## src/hdl/krb_pkg.sv

```systemverilog
// Shared types, command codes and the base64 character map for the challenge encoder.
`timescale 1ns / 1ps
`default_nettype none
package krb_pkg;

  localparam int unsigned BYTE_W  = 8;
  localparam int unsigned CHAR_W  = 7;
  localparam int unsigned KEY_W   = 64;
  localparam int unsigned KLEN_W  = 4;
  localparam int unsigned KIDX_W  = 3;
  localparam int unsigned PERM_DEPTH = 256;

  localparam logic [KEY_W-1:0]  KEY_RESET  = 64'd53199181329754;
  localparam logic [KLEN_W-1:0] KLEN_RESET = 4'd6;

  // Base64 alphabet anchors
  localparam logic [CHAR_W-1:0] CH_UPPER_A = 7'd65;  // 'A'
  localparam logic [CHAR_W-1:0] CH_LOWER_G = 7'd71;  // 'G', i.e. 'a' minus 26
  localparam logic [CHAR_W-1:0] CH_DIGIT_OFS = 7'd4; // value 52 maps to '0'
  localparam logic [CHAR_W-1:0] CH_PLUS  = 7'd43;    // '+'
  localparam logic [CHAR_W-1:0] CH_SLASH = 7'd47;    // '/'

  // Datapath operations issued by the controller
  typedef logic [3:0] op_t;
  localparam op_t OP_NONE   = 4'd0;
  localparam op_t OP_ACCEPT = 4'd1;  // take byte inside a challenge, issue read of index a
  localparam op_t OP_START  = 4'd2;  // take first byte, clear challenge state
  localparam op_t OP_CLR    = 4'd3;  // write identity entry
  localparam op_t OP_KRI    = 4'd4;  // key schedule: read perm[i]
  localparam op_t OP_KRJ    = 4'd5;  // key schedule: advance j, read perm[j]
  localparam op_t OP_KWJ    = 4'd6;  // key schedule: write perm[j]
  localparam op_t OP_KWI    = 4'd7;  // key schedule: write perm[i], advance i
  localparam op_t OP_RDA    = 4'd8;  // advance index a, read perm[a]
  localparam op_t OP_RDB    = 4'd9;  // advance index b, read and overwrite perm[b]
  localparam op_t OP_WRA    = 4'd10; // write perm[a], read perm[x+y]
  localparam op_t OP_FIN    = 4'd11; // XOR, group and emit

  typedef struct packed {
    op_t op;
  } krb_cmd_t;

  typedef struct packed {
    logic in_challenge;
    logic last_idx;
    logic stall;
  } krb_status_t;

  function automatic logic [CHAR_W-1:0] b64_char(input logic [5:0] v);
    logic [CHAR_W-1:0] w;
    w = {1'b0, v};
    if (v < 6'd26) begin
      return w + CH_UPPER_A;
    end else if (v < 6'd52) begin
      return w + CH_LOWER_G;
    end else if (v < 6'd62) begin
      return w - CH_DIGIT_OFS;
    end else if (v == 6'd62) begin
      return CH_PLUS;
    end
    return CH_SLASH;
  endfunction

endpackage
`default_nettype wire

```

## src/hdl/krb_in_if.sv

```systemverilog
// Challenge byte channel: valid/ready handshake with byte and last-byte flag.
`timescale 1ns / 1ps
`default_nettype none
interface krb_in_if;
  logic       valid;
  logic       ready;
  logic [7:0] challenge_byte;
  logic       final_byte;

  modport source (output valid, output challenge_byte, output final_byte, input ready);
  modport sink   (input valid, input challenge_byte, input final_byte, output ready);
endinterface
`default_nettype wire

```

## src/hdl/krb_out_if.sv

```systemverilog
// Response character channel: valid/ready handshake with character and end flags.
`timescale 1ns / 1ps
`default_nettype none
interface krb_out_if;
  logic       valid;
  logic       ready;
  logic [6:0] out_char;
  logic       end_of_response;
  logic       too_long;

  modport source (output valid, output out_char, output end_of_response, output too_long,
                  input ready);
  modport sink   (input valid, input out_char, input end_of_response, input too_long,
                  output ready);
endinterface
`default_nettype wire

```

## src/hdl/keyed_challenge_response_base64_top.sv

```systemverilog
// Top level: register port, controller and datapath of the keyed challenge encoder.
// Within a challenge each byte is handled in order: accept with read of perm[a], read and
// overwrite perm[b], write perm[a] with read of perm[x+y], then XOR and grouping.
// The first byte of a challenge runs an identity fill, a key schedule and a read of perm[a].
// Each key schedule entry swaps perm[i] and perm[j] over the single read and write port.
// Characters leave one per cycle on ready from a 4-entry buffer; a byte is taken as it drains.
// Reset is synchronous and active low; the permutation RAM is not cleared, it is rebuilt.
`timescale 1ns / 1ps
`default_nettype none
module keyed_challenge_response_base64_top #(
  parameter int unsigned MAX_LEN = 65,
  parameter int unsigned KEY_MAX = 8
) (
  input  wire logic        clk,
  input  wire logic        rst_n,
  krb_in_if.sink           in_ch,
  krb_out_if.source        out_ch,
  input  wire logic        psel,
  input  wire logic        penable,
  input  wire logic        pwrite,
  input  wire logic [3:0]  paddr,
  input  wire logic [63:0] pwdata,
  output logic      [63:0] prdata,
  output logic             pready
);
  import krb_pkg::*;

  logic [KEY_W-1:0]  key_r, key_nxt;
  logic [KLEN_W-1:0] klen_r, klen_nxt;
  logic              wr_en;
  krb_cmd_t          cmd;
  krb_status_t       status;

  assign pready = 1'b1;
  assign wr_en  = psel && penable && pwrite && pready;
  assign prdata = paddr[3] ? {{(64-KLEN_W){1'b0}}, klen_r} : key_r;

  always_comb begin
    key_nxt  = key_r;
    klen_nxt = klen_r;
    if (wr_en) begin
      if (paddr[3]) klen_nxt = pwdata[KLEN_W-1:0];
      else          key_nxt  = pwdata;
    end
  end

  always_ff @(posedge clk) begin
    if (!rst_n) begin
      key_r  <= KEY_RESET;
      klen_r <= KLEN_RESET;
    end else begin
      key_r  <= key_nxt;
      klen_r <= klen_nxt;
    end
  end

  krb_ctrl u_ctrl (
    .clk      (clk),
    .rst_n    (rst_n),
    .in_valid (in_ch.valid),
    .in_ready (in_ch.ready),
    .status   (status),
    .cmd      (cmd)
  );

  krb_dp #(.MAX_LEN(MAX_LEN), .KEY_MAX(KEY_MAX)) u_dp (
    .clk        (clk),
    .rst_n      (rst_n),
    .cmd        (cmd),
    .status     (status),
    .in_byte    (in_ch.challenge_byte),
    .in_final   (in_ch.final_byte),
    .key_bytes  (key_r),
    .key_length (klen_r),
    .out_o      (out_ch)
  );

  // A transaction on the input side drops ready until the byte has been worked through
  a_accept_busy: assert property (@(posedge clk) disable iff (!rst_n)
    in_ch.valid && in_ch.ready |=> !in_ch.ready)
    else $error("input taken again right after a transaction");

  // The overflow mark only rides on the final character
  a_toolong_last: assert property (@(posedge clk) disable iff (!rst_n)
    out_ch.valid && out_ch.too_long |-> out_ch.end_of_response)
    else $error("too_long set on a character that is not the last");

  // The grouping step is only ever entered from the step that writes perm[a]
  a_fin_from_wra: assert property (@(posedge clk) disable iff (!rst_n)
    cmd.op == OP_FIN && $past(cmd.op) != OP_FIN |-> $past(cmd.op) == OP_WRA)
    else $error("grouping step entered out of sequence");

endmodule
`default_nettype wire

```

## src/hdl/krb_ram.sv

```systemverilog
// Generic single-write, single-read RAM with registered read (returns old data on collision).
`timescale 1ns / 1ps
`default_nettype none
module krb_ram #(
  parameter int unsigned WIDTH = 8,
  parameter int unsigned DEPTH = 256
) (
  input  wire logic                     clk,
  input  wire logic                     we,
  input  wire logic [$clog2(DEPTH)-1:0] waddr,
  input  wire logic [WIDTH-1:0]         wdata,
  input  wire logic [$clog2(DEPTH)-1:0] raddr,
  output logic      [WIDTH-1:0]         rdata
);

  logic [WIDTH-1:0] mem [DEPTH];

  always_ff @(posedge clk) begin
    if (we) begin
      mem[waddr] <= wdata;
    end
    rdata <= mem[raddr];
  end

endmodule
`default_nettype wire

```

## src/hdl/krb_ctrl.sv

```systemverilog
// Controller: sequences identity fill, key schedule and per-byte swap steps.
`timescale 1ns / 1ps
`default_nettype none
module krb_ctrl (
  input  wire logic                 clk,
  input  wire logic                 rst_n,
  input  wire logic                 in_valid,
  output logic                      in_ready,
  input  wire krb_pkg::krb_status_t status,
  output krb_pkg::krb_cmd_t         cmd
);
  import krb_pkg::*;

  localparam logic [3:0] ST_IDLE = 4'd0;
  localparam logic [3:0] ST_CLR  = 4'd1;
  localparam logic [3:0] ST_KRI  = 4'd2;
  localparam logic [3:0] ST_KRJ  = 4'd3;
  localparam logic [3:0] ST_KWJ  = 4'd4;
  localparam logic [3:0] ST_KWI  = 4'd5;
  localparam logic [3:0] ST_RDA  = 4'd6;
  localparam logic [3:0] ST_RDB  = 4'd7;
  localparam logic [3:0] ST_WRA  = 4'd8;
  localparam logic [3:0] ST_FIN  = 4'd9;

  logic [3:0] state_r, state_nxt;
  logic       accept;

  assign in_ready = (state_r == ST_IDLE);
  assign accept   = in_valid && in_ready;

  always_comb begin
    state_nxt = state_r;
    cmd.op    = OP_NONE;
    unique case (state_r)
      ST_IDLE: begin
        if (accept) begin
          if (status.in_challenge) begin
            cmd.op    = OP_ACCEPT;
            state_nxt = ST_RDB;
          end else begin
            cmd.op    = OP_START;
            state_nxt = ST_CLR;
          end
        end
      end
      ST_CLR: begin
        cmd.op = OP_CLR;
        if (status.last_idx) state_nxt = ST_KRI;
      end
      ST_KRI: begin
        cmd.op    = OP_KRI;
        state_nxt = ST_KRJ;
      end
      ST_KRJ: begin
        cmd.op    = OP_KRJ;
        state_nxt = ST_KWJ;
      end
      ST_KWJ: begin
        cmd.op    = OP_KWJ;
        state_nxt = ST_KWI;
      end
      ST_KWI: begin
        cmd.op    = OP_KWI;
        state_nxt = status.last_idx ? ST_RDA : ST_KRI;
      end
      ST_RDA: begin
        cmd.op    = OP_RDA;
        state_nxt = ST_RDB;
      end
      ST_RDB: begin
        cmd.op    = OP_RDB;
        state_nxt = ST_WRA;
      end
      ST_WRA: begin
        cmd.op    = OP_WRA;
        state_nxt = ST_FIN;
      end
      ST_FIN: begin
        // hold while the output buffer cannot take the group
        cmd.op = OP_FIN;
        if (!status.stall) state_nxt = ST_IDLE;
      end
      default: begin
        state_nxt = ST_IDLE;
      end
    endcase
  end

  always_ff @(posedge clk) begin
    if (!rst_n) begin
      state_r <= ST_IDLE;
    end else begin
      state_r <= state_nxt;
    end
  end

endmodule
`default_nettype wire

```

## src/hdl/krb_dp.sv

```systemverilog
// Datapath: permutation RAM, indices, key schedule counters, grouping and output buffer.
`timescale 1ns / 1ps
`default_nettype none
module krb_dp #(
  parameter int unsigned MAX_LEN = 65,
  parameter int unsigned KEY_MAX = 8
) (
  input  wire logic                         clk,
  input  wire logic                         rst_n,
  input  wire krb_pkg::krb_cmd_t            cmd,
  output krb_pkg::krb_status_t              status,
  input  wire logic [krb_pkg::BYTE_W-1:0]   in_byte,
  input  wire logic                         in_final,
  input  wire logic [krb_pkg::KEY_W-1:0]    key_bytes,
  input  wire logic [krb_pkg::KLEN_W-1:0]   key_length,
  krb_out_if.source                         out_o
);
  import krb_pkg::*;

  localparam int unsigned AW = $clog2(PERM_DEPTH);

  // RAM port
  logic              ram_we;
  logic [AW-1:0]     ram_waddr, ram_raddr;
  logic [BYTE_W-1:0] ram_wdata, ram_rdata;

  krb_ram #(.WIDTH(BYTE_W), .DEPTH(PERM_DEPTH)) u_perm (
    .clk   (clk),
    .we    (ram_we),
    .waddr (ram_waddr),
    .wdata (ram_wdata),
    .raddr (ram_raddr),
    .rdata (ram_rdata)
  );

  // Control state
  logic              inch_r, inch_nxt;
  logic [1:0]        fill_r, fill_nxt;
  logic [BYTE_W-1:0] cnt_r, cnt_nxt;
  logic              ovf_r, ovf_nxt;
  logic [2:0]        ocnt_r, ocnt_nxt;
  // Payload
  logic [BYTE_W-1:0] c_r, c_nxt;
  logic              fin_r, fin_nxt;
  logic [AW-1:0]     a_r, a_nxt, b_r, b_nxt, i_r, i_nxt, j_r, j_nxt;
  logic [KIDX_W-1:0] k_r, k_nxt;
  logic [BYTE_W-1:0] x_r, x_nxt, y_r, y_nxt;
  logic              byp_r, byp_nxt;
  logic [BYTE_W-1:0] g0_r, g0_nxt, g1_r, g1_nxt;
  logic [CHAR_W-1:0] ch_r [4];
  logic [CHAR_W-1:0] ch_nxt [4];
  logic              last_r, last_nxt, tl_r, tl_nxt;

  // Helpers
  logic [KLEN_W-1:0] len_eff;
  logic [BYTE_W-1:0] kb, z, t, ep, eq, er, cnt_inc;
  logic              need_emit, obuf_free, stall, fire, ovf_inc, out_hs;
  logic [AW-1:0]     xy;

  assign len_eff = (key_length == '0) ? KLEN_W'(1) :
                   (key_length > KLEN_W'(KEY_MAX)) ? KLEN_W'(KEY_MAX) : key_length;
  assign kb      = key_bytes[{k_r, 3'b000} +: BYTE_W];
  assign xy      = x_r + y_r;
  assign z       = byp_r ? y_r : ram_rdata;
  assign t       = c_r ^ z;

  assign out_hs    = out_o.valid && out_o.ready;
  assign obuf_free = (ocnt_r == 3'd0) || ((ocnt_r == 3'd1) && out_o.ready);
  assign need_emit = (fill_r == 2'd2) || fin_r;
  assign stall     = need_emit && !obuf_free;
  assign fire      = (cmd.op == OP_FIN) && !stall;

  assign cnt_inc = (cnt_r != '1) ? cnt_r + BYTE_W'(1) : cnt_r;
  assign ovf_inc = ovf_r || (cnt_inc > BYTE_W'(MAX_LEN));

  // Group bytes handed to the encoder when this byte closes a group
  always_comb begin
    if (fill_r == 2'd2) begin
      ep = g0_r;
      eq = g1_r;
      er = t;
    end else if (fill_r == 2'd1) begin
      ep = g0_r;
      eq = t;
      er = '0;
    end else begin
      ep = t;
      eq = '0;
      er = '0;
    end
  end

  assign status.in_challenge = inch_r;
  assign status.last_idx     = (i_r == '1);
  assign status.stall        = stall;

  always_comb begin
    ram_we    = 1'b0;
    ram_waddr = i_r;
    ram_wdata = i_r;
    ram_raddr = i_r;
    inch_nxt  = inch_r;
    fill_nxt  = fill_r;
    cnt_nxt   = cnt_r;
    ovf_nxt   = ovf_r;
    c_nxt     = c_r;
    fin_nxt   = fin_r;
    a_nxt     = a_r;
    b_nxt     = b_r;
    i_nxt     = i_r;
    j_nxt     = j_r;
    k_nxt     = k_r;
    x_nxt     = x_r;
    y_nxt     = y_r;
    byp_nxt   = byp_r;
    g0_nxt    = g0_r;
    g1_nxt    = g1_r;
    last_nxt  = last_r;
    tl_nxt    = tl_r;
    ocnt_nxt  = ocnt_r;
    ch_nxt    = ch_r;

    if (out_hs) begin
      ocnt_nxt  = ocnt_r - 3'd1;
      ch_nxt[0] = ch_r[1];
      ch_nxt[1] = ch_r[2];
      ch_nxt[2] = ch_r[3];
    end

    unique case (cmd.op)
      OP_ACCEPT: begin
        c_nxt     = in_byte;
        fin_nxt   = in_final;
        a_nxt     = a_r + in_byte + AW'(1);
        ram_raddr = a_nxt;
      end
      OP_START: begin
        c_nxt    = in_byte;
        fin_nxt  = in_final;
        a_nxt    = '0;
        b_nxt    = '0;
        i_nxt    = '0;
        j_nxt    = '0;
        k_nxt    = '0;
        fill_nxt = '0;
        cnt_nxt  = '0;
        ovf_nxt  = 1'b0;
        inch_nxt = 1'b1;
      end
      OP_CLR: begin
        ram_we = 1'b1;
        i_nxt  = i_r + AW'(1);
      end
      OP_KRI: begin
        ram_raddr = i_r;
      end
      OP_KRJ: begin
        x_nxt     = ram_rdata;
        j_nxt     = j_r + ram_rdata + kb;
        ram_raddr = j_nxt;
      end
      OP_KWJ: begin
        y_nxt     = ram_rdata;
        ram_we    = 1'b1;
        ram_waddr = j_r;
        ram_wdata = x_r;
      end
      OP_KWI: begin
        ram_we    = 1'b1;
        ram_waddr = i_r;
        ram_wdata = y_r;
        i_nxt     = i_r + AW'(1);
        k_nxt     = (({1'b0, k_r} + KLEN_W'(1)) >= len_eff) ? '0 : k_r + KIDX_W'(1);
      end
      OP_RDA: begin
        a_nxt     = a_r + c_r + AW'(1);
        ram_raddr = a_nxt;
      end
      OP_RDB: begin
        // read returns the old perm[b] while x lands there
        x_nxt     = ram_rdata;
        b_nxt     = b_r + ram_rdata;
        ram_raddr = b_nxt;
        ram_we    = 1'b1;
        ram_waddr = b_nxt;
        ram_wdata = ram_rdata;
      end
      OP_WRA: begin
        y_nxt     = ram_rdata;
        ram_we    = 1'b1;
        ram_waddr = a_r;
        ram_wdata = ram_rdata;
        ram_raddr = x_r + ram_rdata;
        // perm[a] is written in the same cycle: forward it
        byp_nxt   = ((x_r + ram_rdata) == a_r);
      end
      OP_FIN: begin
        ram_raddr = xy;
        if (fire) begin
          cnt_nxt = cnt_inc;
          ovf_nxt = ovf_inc;
          if (fin_r) inch_nxt = 1'b0;
          if (need_emit) begin
            fill_nxt  = '0;
            ocnt_nxt  = 3'd4;
            ch_nxt[0] = b64_char(ep[7:2]);
            ch_nxt[1] = b64_char({ep[1:0], eq[7:4]});
            ch_nxt[2] = b64_char({eq[3:0], er[7:6]});
            ch_nxt[3] = b64_char(er[5:0]);
            last_nxt  = fin_r;
            tl_nxt    = fin_r && ovf_inc;
          end else begin
            if (fill_r[0]) g1_nxt = t;
            else           g0_nxt = t;
            fill_nxt = fill_r + 2'd1;
          end
        end
      end
      default: begin
      end
    endcase
  end

  always_ff @(posedge clk) begin
    if (!rst_n) begin
      inch_r <= 1'b0;
      fill_r <= '0;
      cnt_r  <= '0;
      ovf_r  <= 1'b0;
      ocnt_r <= '0;
      a_r    <= '0;
      b_r    <= '0;
      g0_r   <= '0;
      g1_r   <= '0;
    end else begin
      inch_r <= inch_nxt;
      fill_r <= fill_nxt;
      cnt_r  <= cnt_nxt;
      ovf_r  <= ovf_nxt;
      ocnt_r <= ocnt_nxt;
      a_r    <= a_nxt;
      b_r    <= b_nxt;
      g0_r   <= g0_nxt;
      g1_r   <= g1_nxt;
    end
  end

  always_ff @(posedge clk) begin
    c_r    <= c_nxt;
    fin_r  <= fin_nxt;
    i_r    <= i_nxt;
    j_r    <= j_nxt;
    k_r    <= k_nxt;
    x_r    <= x_nxt;
    y_r    <= y_nxt;
    byp_r  <= byp_nxt;
    ch_r   <= ch_nxt;
    last_r <= last_nxt;
    tl_r   <= tl_nxt;
  end

  assign out_o.valid           = (ocnt_r != 3'd0);
  assign out_o.out_char        = ch_r[0];
  assign out_o.end_of_response = last_r && (ocnt_r == 3'd1);
  assign out_o.too_long        = tl_r && (ocnt_r == 3'd1);

endmodule
`default_nettype wire

```

## src/flat_wrapper.sv

```systemverilog
// flat-port wrapper written by rule: the top's interface ports become plain ports
module keyed_challenge_response_base64_top_flat import krb_pkg::*;
#(
  parameter int unsigned MAX_LEN = 65,
  parameter int unsigned KEY_MAX = 8
)
  (clk, rst_n, psel, penable, pwrite, paddr, pwdata, prdata, pready, in_ch_valid, in_ch_challenge_byte, in_ch_final_byte, in_ch_ready, out_ch_valid, out_ch_out_char, out_ch_end_of_response, out_ch_too_long, out_ch_ready);
  krb_in_if in_ch_i ();
  krb_out_if out_ch_i ();
  input  wire logic clk;
  input  wire logic rst_n;
  input  wire logic psel;
  input  wire logic penable;
  input  wire logic pwrite;
  input  wire logic [3:0] paddr;
  input  wire logic [63:0] pwdata;
  output logic      [63:0] prdata;
  output logic pready;
  input wire logic [$bits(in_ch_i.valid)-1:0] in_ch_valid;
  input wire logic [$bits(in_ch_i.challenge_byte)-1:0] in_ch_challenge_byte;
  input wire logic [$bits(in_ch_i.final_byte)-1:0] in_ch_final_byte;
  output wire logic [$bits(in_ch_i.ready)-1:0] in_ch_ready;
  output wire logic [$bits(out_ch_i.valid)-1:0] out_ch_valid;
  output wire logic [$bits(out_ch_i.out_char)-1:0] out_ch_out_char;
  output wire logic [$bits(out_ch_i.end_of_response)-1:0] out_ch_end_of_response;
  output wire logic [$bits(out_ch_i.too_long)-1:0] out_ch_too_long;
  input wire logic [$bits(out_ch_i.ready)-1:0] out_ch_ready;
  assign in_ch_i.valid = in_ch_valid;
  assign in_ch_i.challenge_byte = in_ch_challenge_byte;
  assign in_ch_i.final_byte = in_ch_final_byte;
  assign in_ch_ready = in_ch_i.ready;
  assign out_ch_valid = out_ch_i.valid;
  assign out_ch_out_char = out_ch_i.out_char;
  assign out_ch_end_of_response = out_ch_i.end_of_response;
  assign out_ch_too_long = out_ch_i.too_long;
  assign out_ch_i.ready = out_ch_ready;
  keyed_challenge_response_base64_top #(.MAX_LEN(MAX_LEN), .KEY_MAX(KEY_MAX)) u_core (.clk(clk), .rst_n(rst_n), .in_ch(in_ch_i), .out_ch(out_ch_i), .psel(psel), .penable(penable), .pwrite(pwrite), .paddr(paddr), .pwdata(pwdata), .prdata(prdata), .pready(pready));
endmodule
```

## config.mk

```make
export PLATFORM = sky130hd
export DESIGN_NAME = keyed_challenge_response_base64_top_flat
export DESIGN_NICKNAME = d
export VERILOG_FILES = /design/src/hdl/krb_pkg.sv /design/src/hdl/krb_in_if.sv /design/src/hdl/krb_out_if.sv /design/src/hdl/keyed_challenge_response_base64_top.sv /design/src/hdl/krb_ram.sv /design/src/hdl/krb_ctrl.sv /design/src/hdl/krb_dp.sv /design/src/flat_wrapper.sv
export SDC_FILE = /design/constraint.sdc
export NUM_CORES = 2
export LEC_CHECK = 0
export BUFFER_PORTS_ARGS = -buffer_cell sky130_fd_sc_hd__buf_4
export CORE_MARGIN = 2
export CORE_UTILIZATION = 35
export CTS_BUF_LIST = sky130_fd_sc_hd__clkbuf_4 sky130_fd_sc_hd__clkbuf_8
export DETAILED_ROUTE_END_ITERATION = 12
export GPL_ROUTABILITY_DRIVEN = 0
export RECOVER_POWER = 100
export SLEW_MARGIN = 20
export SYNTH_ARGS = -nofsm -noshare
export SYNTH_HDL_FRONTEND = slang
export SYNTH_HIERARCHICAL = 1
export SYNTH_SLANG_ARGS = --single-unit
```

## constraint.sdc

```tcl
create_clock -name clk -period 13.7 [get_ports clk]
set_input_delay 0.685 -clock clk [delete_from_list [all_inputs] [get_ports clk]]
set_output_delay 0.685 -clock clk [all_outputs]
set_load 0.1 [all_outputs]
```

==> metrics.txt <==
cell with the most instances after synthesis=edfxtp_1; overall routing resource usage=0.1732; worst-case clock skew=approximately 0.13 ns; initial antenna violation count=9; Placed Cells=8,774; power density cells=a little under 200 nW/um2; Via-to-Cell Ratio=5.446; Avg Cell Area, Syn=17.59 um2; MaxCap Viol Count=23; max-slew violations=1,615; CTS tree=yes; Antenna Nets Post-Route=0; first-pass GRT wire length=around 350 mm; Die Area=271,700 um2; Die W=about 520 um; post-route setup slack=~3.2 ns; Final Cell Area=105,800 um2; Setup Buffers After CTS=0; Power Total=between 20 and 25 mW; hold_sp=pwrite; Core Box Area=265,600 um2; VDD IR max=149.8 uV; CP max stage delay=2.13 ns; Max Buffers Root-to-Sink=4; final setup TNS=0 ns; initial drt markers=about 5,300; area after detailed placement=98,380 um2; Area growth syn-to-layout=12.93%; crit path max-delay cell type=clkbuf_1; Synth top cells by count=edfxtp_1 (2,102), mux4_2 (470), nor2_1 (389); Site Rows=189; Worst setup EP type=flop; critical path type=reg -> reg; Final Hold Fails=0; Hold Buf Count CTS=74; worst min path class=in -> reg; DRC viols=0; total grt overflow=0; layout net count=about 6,000; Initial Utilization=0.3527; TritonRoute pass-1 iters=5; failing checks=max-capacitance violations, max-slew violations; number of global-route vias before repair=51,840; Critical Path Fanout Max=35; Netlist cell types=116; via count of the routed design=51,730; prevailing post-synth register cell=edfxtp_1; Synth area leader=edfxtp_1; Final HPWL DP=around 150 mm; Vert. Die Dim=521.3 um; WL final=241.4 mm; EDFF count, synth=2,102; Top Ports=160; PortBufs=155; layout cells sized above 1=0.2088; CP startpoint=u_core/u_dp/k_r[0]; Critical Path AT=11.36 ns; Yosys reg bits=2,250; Synthesis Warnings=6; Rel. slew slack=-2.189; RSZ-0062 raised after global routing=false; Cells after Synth=approximately 5,300; fin crit share=0.7636; leakage=33.22 nW; Worst-path clk slew=~0.06 ns; Hold WS=0.2105 ns; Tmin final=10.46 ns; Least-Margin Pin Slew=4.784 ns; Synth top area share=0.6740; Core Util, Final=0.3983; pre-CTS setup slack=~5.9 ns; non-filler cells, final=9,498; routed length per placed instance=25.42 um; Clock Sinks=2,250; clk_lat worst skew=1.07 ns; Fmax achieved=0.09559 GHz; Syn Std Cell Area=93,650 um2; post-synth net total=approximately 5,500; CP cell instances=clkbuf_1 -> mux4_2 -> mux2_1 -> fa_1 -> ha_1 -> inv_1 -> fa_1 -> nor2_1 -> nor3_1 -> a31oi_1 -> buf_4 -> clkbuf_1 -> nand3b_1 -> o221ai_1 -> a21oi_1 -> a21oi_1 -> nor4_1 -> nor4_2; critical path launch point type=flop; Critical Path RT=14.60 ns; outcome=complete, but fails checks; post_cts resized=0; setup violators final=0; pin count of the biggest net entering global routing=213; largest cells by area after synthesis=edfxtp_1 (67%), mux4_2 (11%), dfxtp_1 (3.2%); register area share after synthesis=0.7056; RR Startpoint=u_core/u_dp/k_r[0]; root buffer cell=clkbuf_8; total CTS buffers=374; Async S/R FF share, synth=0; H-tree depth=5
-- worst paths after layout --
kind / cells after the start / endpoint / slack [ns]
hold reg to reg: 2 / u_core/u_dp/b_r[4] / 0.46
hold / removal: 3 / u_core/klen_r[0] / 0.21
setup reg to reg: 18 / u_core/u_dp/u_perm/rdata[6] / 3.24
setup / recovery: 18 / u_core/u_dp/u_perm/rdata[6] / 3.24
-- metal layers --
| metal | GRT usage | up-vias | wire length, um |
|---|---|---|---|
| met5 | 0 | - | 31 |
| met1 | 0.2404 | 26920 | 101600 |
| li1 | - | 22140 | - |
| met2 | 0.2747 | 2235 | 113000 |
| met3 | 0.03468 | 428 | 20020 |
| met4 | 0.05268 | 6 | 6728 |
-- layout make-up --
cell class | count | area, um2
clock inverter | 140 | 928.4
clock buffer | 502 | 6202
fill | 23900 | 159800
antenna | 6 | 15.01
timing repair buffer | 322 | 2263
tap | 3533 | 4420
multi-input combinational | 2682 | 25610
sequential | 2250 | 66080
inverter | 63 | 236.5
-- report_power, final --
| group | switching, mW | leakage (nW) | internal [mW] |
|---|---|---|---|
| Clock | 2.60 | 3.75 | 3.14 |
| Combinational | 4.28 | 9.23 | 2.15 |
| Sequential | 0.161 | 20.2 | 8.62 |
-- cell families (layout without fill, tap and decap cells) --
family | Yosys count | in the layout | synth area share
XOR/XNOR | 80 | 80 | 0.008764
buffers and inverters | 391 | 1027 | 0.02359
flip-flops | 2250 | 2250 | 0.7056
AO/OA/AOI/OAI | 700 | 700 | 0.05311
adder cells (fa/ha/maj) | 86 | 86 | 0.01253
AND/OR/NAND/NOR | 1092 | 1092 | 0.05488
other | 1 | 7 | 0.00004004
multiplexers | 723 | 723 | 0.1415
-- cell usage in the layout, fill, tap and decap left out, types with 22 or more instances in the layout --
cell and count:
mux4_2 470, nand3_1 65, clkbuf_4 113, nor2b_1 151
clkbuf_1 120, nand2b_1 29, o21ai_0 49, nand2_1 269
a22oi_1 151, dfxtp_1 148, a21oi_1 181, clkinv_2 24
dlygate4sd3_1 74, a211oi_1 24, nor3_1 48, nor4_1 31
xnor2_1 49, ha_1 73, o22ai_1 41, buf_4 116
inv_1 59, mux2i_1 230, o221ai_1 46, clkinv_1 94
edfxtp_1 2102, nor2_1 385, clkbuf_8 389, a31oi_1 22
-- sequential cells by signal, summed over array words and instances (netlist names), 2 cells and up --
signal and cells:
u_core/u_dp/g1_r 8, u_core/u_dp/u_perm/rdata 8, u_core/u_dp/k_r 3, u_core/u_dp/x_r 8, u_core/u_dp/g0_r 8, u_core/u_dp/c_r 8
u_core/u_dp/u_perm/mem 2048, u_core/u_dp/out_o.out_char 7, u_core/u_dp/ch_r 21, u_core/u_ctrl/state_r 4, u_core/u_dp/a_r 8, u_core/u_dp/y_r 8
u_core/u_dp/cnt_r 8, u_core/u_dp/ocnt_r 3, u_core/u_dp/b_r 8, u_core/u_dp/i_r 8, u_core/u_dp/fill_r 2, u_core/u_dp/j_r 8
u_core/klen_r 4, u_core/key_r 64
-- worst max-delay path, delay by kind of cell (launching register included) --
family	cells	cell delay [ns]
AOI/OAI and AO/OA	4	1.81
adders and majority gates	3	0.99
buffers and inverters	4	3.45
DFF	1	0.75
muxes	2	0.98
and+or+nand+nor	5	2.27
No activity file was read; power rests on OpenSTA's default activity.
